--- config.mk ---
export PLATFORM = sky130hd
export DESIGN_NAME = rgb_pair_to_yuy2_converter
export DESIGN_NICKNAME = d
export VERILOG_FILES = /design/src/rtl/rgbyuy_pkg.sv /design/src/rtl/rgb_pair_to_yuy2_converter.sv
export SDC_FILE = /design/constraint.sdc
export NUM_CORES = 1
export LEC_CHECK = 0
export BUFFER_PORTS_ARGS = -buffer_cell sky130_fd_sc_hd__clkbuf_2
export CAP_MARGIN = 25
export CORE_UTILIZATION = 53
export DETAILED_ROUTE_END_ITERATION = 8
export PLACE_DENSITY_LB_ADDON = 0.25
export SYNTH_ARGS = -nofsm -noshare
export SYNTH_HDL_FRONTEND = slang
export SYNTH_SLANG_ARGS = --single-unit
export TNS_END_PERCENT = 100
--- constraint.sdc ---
create_clock -name i_clk -period 18.55 [get_ports i_clk]
set_input_delay 1.855 -clock i_clk [delete_from_list [all_inputs] [get_ports i_clk]]
set_output_delay 1.855 -clock i_clk [all_outputs]
set_load 0.02 [all_outputs]
--- src/rtl/rgbyuy_pkg.sv ---
// Package for the RGB pixel pair to YUY2 converter.
// Holds register indexes, BT.601 Q8 coefficients and the luma/chroma functions.
// No dependencies.
package rgbyuy_pkg;

    localparam int PIXEL_W     = 32;
    localparam int COUNT_W     = 2;
    localparam int CFG_INDEX_W = 2;
    localparam int CFG_DATA_W  = 32;

    typedef enum logic [CFG_INDEX_W-1:0] {
        CFG_OUT_FORMAT  = 2'd0,
        CFG_SRC_IS_RGBA = 2'd1
    } t_cfg_index;

    localparam logic [COUNT_W-1:0] COUNT_YUY2  = 2'd1;
    localparam logic [COUNT_W-1:0] COUNT_RGB32 = 2'd2;

    // Luma coefficients, unsigned Q8.
    localparam logic [7:0] LUMA_R      = 8'd66;
    localparam logic [7:0] LUMA_G      = 8'd129;
    localparam logic [7:0] LUMA_B      = 8'd25;
    localparam logic [7:0] LUMA_ROUND  = 8'd128;
    localparam logic [8:0] LUMA_OFFSET = 9'd16;

    // Chroma coefficients, signed Q9 on the pair sums.
    localparam logic signed [7:0] U_R = -8'sd38;
    localparam logic signed [7:0] U_G = -8'sd74;
    localparam logic signed [7:0] U_B = 8'sd112;
    localparam logic signed [7:0] V_R = 8'sd112;
    localparam logic signed [7:0] V_G = -8'sd94;
    localparam logic signed [7:0] V_B = -8'sd18;
    // Rounding half plus the 128 offset, pre-shifted by nine bits.
    localparam logic signed [18:0] CHROMA_BIAS = 19'sd65792;

    function automatic logic [7:0] luma(input logic [7:0] r, input logic [7:0] g,
                                        input logic [7:0] b);
        logic [16:0] acc;
        logic [8:0]  y;
        acc = 17'(LUMA_R) * 17'(r) + 17'(LUMA_G) * 17'(g) + 17'(LUMA_B) * 17'(b)
            + 17'(LUMA_ROUND);
        y = acc[16:8] + LUMA_OFFSET;
        if (y > 9'd255) begin
            return 8'hff;
        end
        return y[7:0];
    endfunction

    function automatic logic [7:0] chroma(input logic signed [7:0] cr,
                                          input logic signed [7:0] cg,
                                          input logic signed [7:0] cb,
                                          input logic [8:0] sr, input logic [8:0] sg,
                                          input logic [8:0] sb);
        logic signed [18:0] acc;
        logic signed [18:0] sh;
        acc = 19'(cr) * $signed(19'(sr)) + 19'(cg) * $signed(19'(sg))
            + 19'(cb) * $signed(19'(sb)) + CHROMA_BIAS;
        if (acc < 0) begin
            acc = '0;
        end
        sh = acc >>> 9;
        if (sh > 19'sd255) begin
            return 8'hff;
        end
        return sh[7:0];
    endfunction

endpackage

--- src/rtl/rgb_pair_to_yuy2_converter.sv ---
// Top level of the RGB pixel pair to YUY2 / RGB32 converter.
// Depends on rgbyuy_pkg for coefficients, register indexes and conversion functions.
//
// Usage:
//   A pixel pair is requested by raising start with pixel_left and pixel_right on
//   i_pixel_left / i_pixel_right; the request is taken at a clock edge where start is
//   high and busy is low. busy is held low, so one pair can be taken every cycle.
//   The pair goes into an input register; the conversion runs between that register
//   and the result register. The result register loads at the edge after the request
//   edge; the result then sits on o_word_first, o_word_second and o_word_count
//   for one cycle with o_strobe high.
//   Throughput is one pair per cycle, set by the single register-to-register pass.
//   The receiver cannot stall: each result is taken at the edge ending its cycle.
//   Configuration: i_cfg_valid / o_cfg_ready with i_cfg_index and i_cfg_data; only
//   bit 0 of the data is kept, and indexes beyond the two registers are ignored.
//   o_cfg_ready is always high. Write registers only while no request is in flight.
//   Reset (i_rst_n low, synchronous) clears the pipeline valids and sets YUY2 output
//   with RGBA source order.
module rgb_pair_to_yuy2_converter (
    input  logic                                i_clk,
    input  logic                                i_rst_n,
    input  logic                                start,
    output logic                                busy,
    input  logic [rgbyuy_pkg::PIXEL_W-1:0]      i_pixel_left,
    input  logic [rgbyuy_pkg::PIXEL_W-1:0]      i_pixel_right,
    output logic                                o_strobe,
    output logic [rgbyuy_pkg::PIXEL_W-1:0]      o_word_first,
    output logic [rgbyuy_pkg::PIXEL_W-1:0]      o_word_second,
    output logic [rgbyuy_pkg::COUNT_W-1:0]      o_word_count,
    input  logic                                i_cfg_valid,
    output logic                                o_cfg_ready,
    input  logic [rgbyuy_pkg::CFG_INDEX_W-1:0]  i_cfg_index,
    input  logic [rgbyuy_pkg::CFG_DATA_W-1:0]   i_cfg_data
);

    logic                               r_out_format;
    logic                               r_src_is_rgba;
    logic                               r_in_valid;
    logic [rgbyuy_pkg::PIXEL_W-1:0]     r_left;
    logic [rgbyuy_pkg::PIXEL_W-1:0]     r_right;
    logic                               r_out_valid;
    logic [rgbyuy_pkg::PIXEL_W-1:0]     r_first;
    logic [rgbyuy_pkg::PIXEL_W-1:0]     r_second;
    logic [rgbyuy_pkg::COUNT_W-1:0]     r_count;

    logic [rgbyuy_pkg::PIXEL_W-1:0]     n_first;
    logic [rgbyuy_pkg::PIXEL_W-1:0]     n_second;
    logic [rgbyuy_pkg::COUNT_W-1:0]     n_count;

    logic [7:0] red_l, grn_l, blu_l, red_r, grn_r, blu_r;
    logic [8:0] sum_r, sum_g, sum_b;
    logic [7:0] y0, y1, u, v;

    assign busy        = 1'b0;
    assign o_cfg_ready = 1'b1;

    always_ff @(posedge i_clk) begin
        if (!i_rst_n) begin
            r_out_format  <= 1'b0;
            r_src_is_rgba <= 1'b1;
        end else if (i_cfg_valid && o_cfg_ready) begin
            case (i_cfg_index)
                rgbyuy_pkg::CFG_OUT_FORMAT:  r_out_format  <= i_cfg_data[0];
                rgbyuy_pkg::CFG_SRC_IS_RGBA: r_src_is_rgba <= i_cfg_data[0];
                default: ;
            endcase
        end
    end

    always_ff @(posedge i_clk) begin
        if (!i_rst_n) begin
            r_in_valid  <= 1'b0;
            r_out_valid <= 1'b0;
        end else begin
            r_in_valid  <= start && !busy;
            r_out_valid <= r_in_valid;
        end
    end

    always_ff @(posedge i_clk) begin
        if (start && !busy) begin
            r_left  <= i_pixel_left;
            r_right <= i_pixel_right;
        end
        if (r_in_valid) begin
            r_first  <= n_first;
            r_second <= n_second;
            r_count  <= n_count;
        end
    end

    // Red and blue sit in byte 0 or byte 2 depending on the source order.
    always_comb begin
        grn_l = r_left[15:8];
        grn_r = r_right[15:8];
        if (r_src_is_rgba) begin
            red_l = r_left[7:0];
            blu_l = r_left[23:16];
            red_r = r_right[7:0];
            blu_r = r_right[23:16];
        end else begin
            red_l = r_left[23:16];
            blu_l = r_left[7:0];
            red_r = r_right[23:16];
            blu_r = r_right[7:0];
        end
        sum_r = 9'(red_l) + 9'(red_r);
        sum_g = 9'(grn_l) + 9'(grn_r);
        sum_b = 9'(blu_l) + 9'(blu_r);
        y0 = rgbyuy_pkg::luma(red_l, grn_l, blu_l);
        y1 = rgbyuy_pkg::luma(red_r, grn_r, blu_r);
        u  = rgbyuy_pkg::chroma(rgbyuy_pkg::U_R, rgbyuy_pkg::U_G, rgbyuy_pkg::U_B,
                                sum_r, sum_g, sum_b);
        v  = rgbyuy_pkg::chroma(rgbyuy_pkg::V_R, rgbyuy_pkg::V_G, rgbyuy_pkg::V_B,
                                sum_r, sum_g, sum_b);
    end

    always_comb begin
        if (r_out_format) begin
            if (r_src_is_rgba) begin
                n_first  = {r_left[31:24], r_left[7:0], r_left[15:8], r_left[23:16]};
                n_second = {r_right[31:24], r_right[7:0], r_right[15:8], r_right[23:16]};
            end else begin
                n_first  = r_left;
                n_second = r_right;
            end
            n_count = rgbyuy_pkg::COUNT_RGB32;
        end else begin
            n_first  = {v, y1, u, y0};
            n_second = '0;
            n_count  = rgbyuy_pkg::COUNT_YUY2;
        end
    end

    assign o_strobe      = r_out_valid;
    assign o_word_first  = r_first;
    assign o_word_second = r_second;
    assign o_word_count  = r_count;

`ifndef ASSERT_OFF
    a_strobe_after_request: assert property (@(posedge i_clk) disable iff (!i_rst_n)
        (start && !busy) |=> ##1 o_strobe)
        else $error("request did not produce a result two cycles later");

    a_no_phantom_result: assert property (@(posedge i_clk) disable iff (!i_rst_n)
        o_strobe |-> $past(r_in_valid))
        else $error("result strobe without an accepted request");

    a_count_legal: assert property (@(posedge i_clk) disable iff (!i_rst_n)
        o_strobe |-> (o_word_count == rgbyuy_pkg::COUNT_YUY2 ||
                      o_word_count == rgbyuy_pkg::COUNT_RGB32))
        else $error("word count out of range");

    a_yuy2_second_zero: assert property (@(posedge i_clk) disable iff (!i_rst_n)
        (o_strobe && o_word_count == rgbyuy_pkg::COUNT_YUY2) |-> (o_word_second == '0))
        else $error("second word not zero in YUY2 mode");

    a_reset_clears_strobe: assert property (@(posedge i_clk)
        !i_rst_n |=> !o_strobe)
        else $error("strobe high right after reset");
`endif

endmodule
==> summary.txt <==
STA
  • Fin. Hold Viols: 0
  • Tmin final: around 9.7 ns
  • Rel. slew slack: 20.9%
  • RSZ-0062 raised after global routing: no
  • Ratio of final minimum period to clock period: 52.2%
  • Worst Tran Pin Value: approximately 1.2 ns
  • Hold Slack: 0.523 ns
  • Final Max Slew Viols: 0
  • Highest clock rate: 103 MHz
  • Setup TNS: 0 ns
  • Clock Skew: 0.0149 ns
  • Final setup violation count: 0

Critical path
  • Cell mode on critical path: ha_1
  • Critical Path End Type: register
  • Worst path required time: 18.84 ns
  • Buffers & Inverters on Critical Path: 2
  • Top delay family on crit path: adder cells
  • WP data arrival: 9.97 ns
  • Crit Path Max Fanout: 33
  • Worst path max stage delay: between 0.5 and 0.6 ns
  • Slowest CP cell: mux2i_1
  • Critical Setup Path Class: register to register
  • Startpoint Class: register

Floorplanning
  • Io pins: 171
  • Die ar.: between 30000 and 40000 sq um
  • Placement Rows: 66
  • Die Wd: 185 um
  • Die height: 185 um
  • Core area: 32800 sq um
  • Initial Util: between 50% and 60%

Synthesis
  • Number of flops mapped to enable cells by yosys: 130
  • Synthesis Warnings: 0
  • Post-synthesis async set-or-reset flop share: 0%
  • Gate Count Post-Synth: 1670
  • Yosys cell types: around 80
  • Sequential share of the synthesized area: 22.4%
  • Main flop type after synthesis: edfxtp_1
  • Yosys reg bits: 134
  • Post-synthesis cell area: 17800 sq um
  • Syn Nets: 2329
  • Synth Area per Inst: between 10 and 15 sq um

Status
  • Status: finished clean

Detailed routing
  • Wire per inst: 17.4 um
  • Vias per Instance: between 5 and 6
  • 1st-iter DRT viols: between 500 and 600
  • TritonRoute pass-1 iters: 5
  • WL final: between 30000 and 40000 um
  • Remaining DRCs: 0
  • Final ANT Viol Nets: 0
  • DR vias: 12.3k

Cells and area
  • Ant diodes: 0
  • Fraction of layout cells with a size suffix above 1: ~12%
  • Footprint of the multi-input gates: 12500 sq um
  • Final net count: 2471
  • Fillers: 2740
  • Final core occ: a little under 60%
  • Register area: roughly 4000 sq um
  • P&R area growth vs syn: 9.74%

Placed design
  • Post-DP HPWL: around 33000 um
  • Port bufs: around 140
  • RD Place Congestion: 0.912

Clock tree
  • Clock-pin slew on the worst setup and hold paths: 0.06 ns
  • CTS Buf Count: 17
  • CTS tree: done
  • Max clock buf depth: 2
  • Cts-stage hold buffer count: 0
  • Buffer count from post-CTS setup fixing: 0
  • H-Tree Depth: 4
  • Worst-Skew Late Latency: 0.44 ns
  • Sink count of the clock tree: ~130
  • Post-CTS Resized: 0
  • Root buffer cell: clkbuf_16

Min path
  • Worst hold path type: register to register

Global route
  • Pin count of the biggest net entering global routing: 78
  • Initial antenna violation count: 0
  • Total gr overflow: 0
  • Total Routing Usage GR: between 20% and 30%
  • Via count of the first global-routing pass: 12.8k
  • Global-route wire length before repair: roughly 63000 um

Flow run
  • Number of max-cap violations: 0
[kinds of logic (layout without fill, tap and decap cells)]
kind of cell	Yosys count	after routing	share of synthesized area, %
adders and majority gates	558	558	45.4
buffers and inverters	332	486	7.27
and+or+nand+nor	233	233	6.98
xor gates and xnor gates	106	106	5.21
AOI/OAI and AO/OA	270	270	10.6
DFF	134	134	22.4
muxes	35	35	2.14
other	2	2	0.0422
[cells in the final DEF (no fill, tap or decap), types with 38 or more instances in the layout]
cell type	synthesis	final
ha_1	409	409
clkbuf_2	0	136
nor2_1	50	50
inv_1	313	313
o21bai_1	38	38
edfxtp_1	130	130
xnor2_1	81	81
fa_1	148	148
nand2_1	41	41
a21oi_1	78	78
[flip-flops by register name, indices dropped and copies added, names as in the netlist]
| name | cells |
|---|---|
| r_in_valid | 1 |
| r_src_is_rgba | 1 |
| o_word_second | 32 |
| o_strobe | 1 |
| o_word_first | 32 |
| r_out_format | 1 |
| r_right | 32 |
| o_word_count | 2 |
| r_left | 32 |
[area by class of cell]
| class | instances | share of cell area (%) |
|---|---|---|
| Inverter | 314 | 6.03 |
| Clock inverter | 13 | 0.762 |
| Clock buffer | 18 | 2.20 |
| Timing Repair Buffer | 141 | 3.66 |
| Multi-Input combinational cell | 1204 | 64.1 |
| Tap cell | 442 | 2.83 |
| Sequential cell | 134 | 20.4 |
[metal layers]
layer,vias up,global-route usage [%],share of wire [%]
li1,6031,-,-
met1,6010,30.3,44
met2,210,42.2,50
met3,66,3.30,3.2
met4,0,8.50,2.7
met5,-,0,0
[cell usage after synthesis, types with 5 or more instances]
master / n / area, sq um
ha_1: 409 / 5120
nor3_1: 24 / 120
nand3b_1: 6 / 45.0
fa_1: 148 / 2960
mux2i_1: 11 / 110
edfxtp_1: 130 / 3900
mux2_2: 24 / 270
nand2_1: 41 / 154
a31oi_1: 8 / 50.1
o311a_1: 8 / 80.1
nor2_1: 50 / 188
a21o_1: 32 / 240
a211oi_1: 5 / 37.5
and3_1: 7 / 43.8
nor2b_1: 11 / 68.8
xor2_1: 25 / 219
o21bai_1: 38 / 285
or3_1: 5 / 31.3
o21ai_0: 36 / 180
o21a_1: 6 / 45.0
or2_2: 11 / 68.8
nand3_1: 13 / 65.1
o31a_1: 7 / 61.3
a21oi_1: 78 / 390
a21boi_0: 7 / 52.6
inv_1: 313 / 1170
clkbuf_1: 7 / 26.3
a221oi_1: 5 / 43.8
xnor2_1: 81 / 709
and2_1: 31 / 194
nand4_1: 7 / 43.8
[worst paths after layout]
check	slack (ns)	to	depth (start not counted)	start
hold / removal	0.52	o_word_second[28]$_SDFFCE_PN0P_	1	r_right[28]$_DFFE_PP_
setup / recovery	8.87	o_word_first[10]$_DFFE_PP_	33	r_src_is_rgba$_SDFFE_PN1P_
setup reg to reg	8.87	o_word_first[10]$_DFFE_PP_	33	r_src_is_rgba$_SDFFE_PN1P_
hold reg to reg	0.52	o_word_second[28]$_SDFFCE_PN0P_	1	r_right[28]$_DFFE_PP_
[worst reg2reg max path, delay by kind of cell, from the launching register on]
| family | cells | cell delay (ns) |
|---|---|---|
| adder cells (fa/ha/maj) | 10 | 3.79 |
| flip-flops | 1 | 0.31 |
| multiplexers | 2 | 1.06 |
| AND/OR/NAND/NOR | 3 | 0.26 |
| buffers and inverters | 2 | 0.69 |
| XOR/XNOR | 1 | 0.23 |
| AO/OA/AOI/OAI | 15 | 3.17 |
[per-stage QoR]
| step | cell area (sq um) | setup WS (ns) | instances |
|---|---|---|---|
| global route | 19500 | 8.24 | 2266 |
| finish | 19500 | 8.87 | 2266 |
| global placement | 19000 | 9.13 | 2235 |
| floorplan | 17800 | 9.86 | 1670 |
| CTS | 19500 | 8.89 | 2266 |
| detailed placement | 19000 | 8.93 | 2235 |
Power is not shown: default switching activity piles up to over one toggle a cycle in this logic, so the estimate is an artifact.
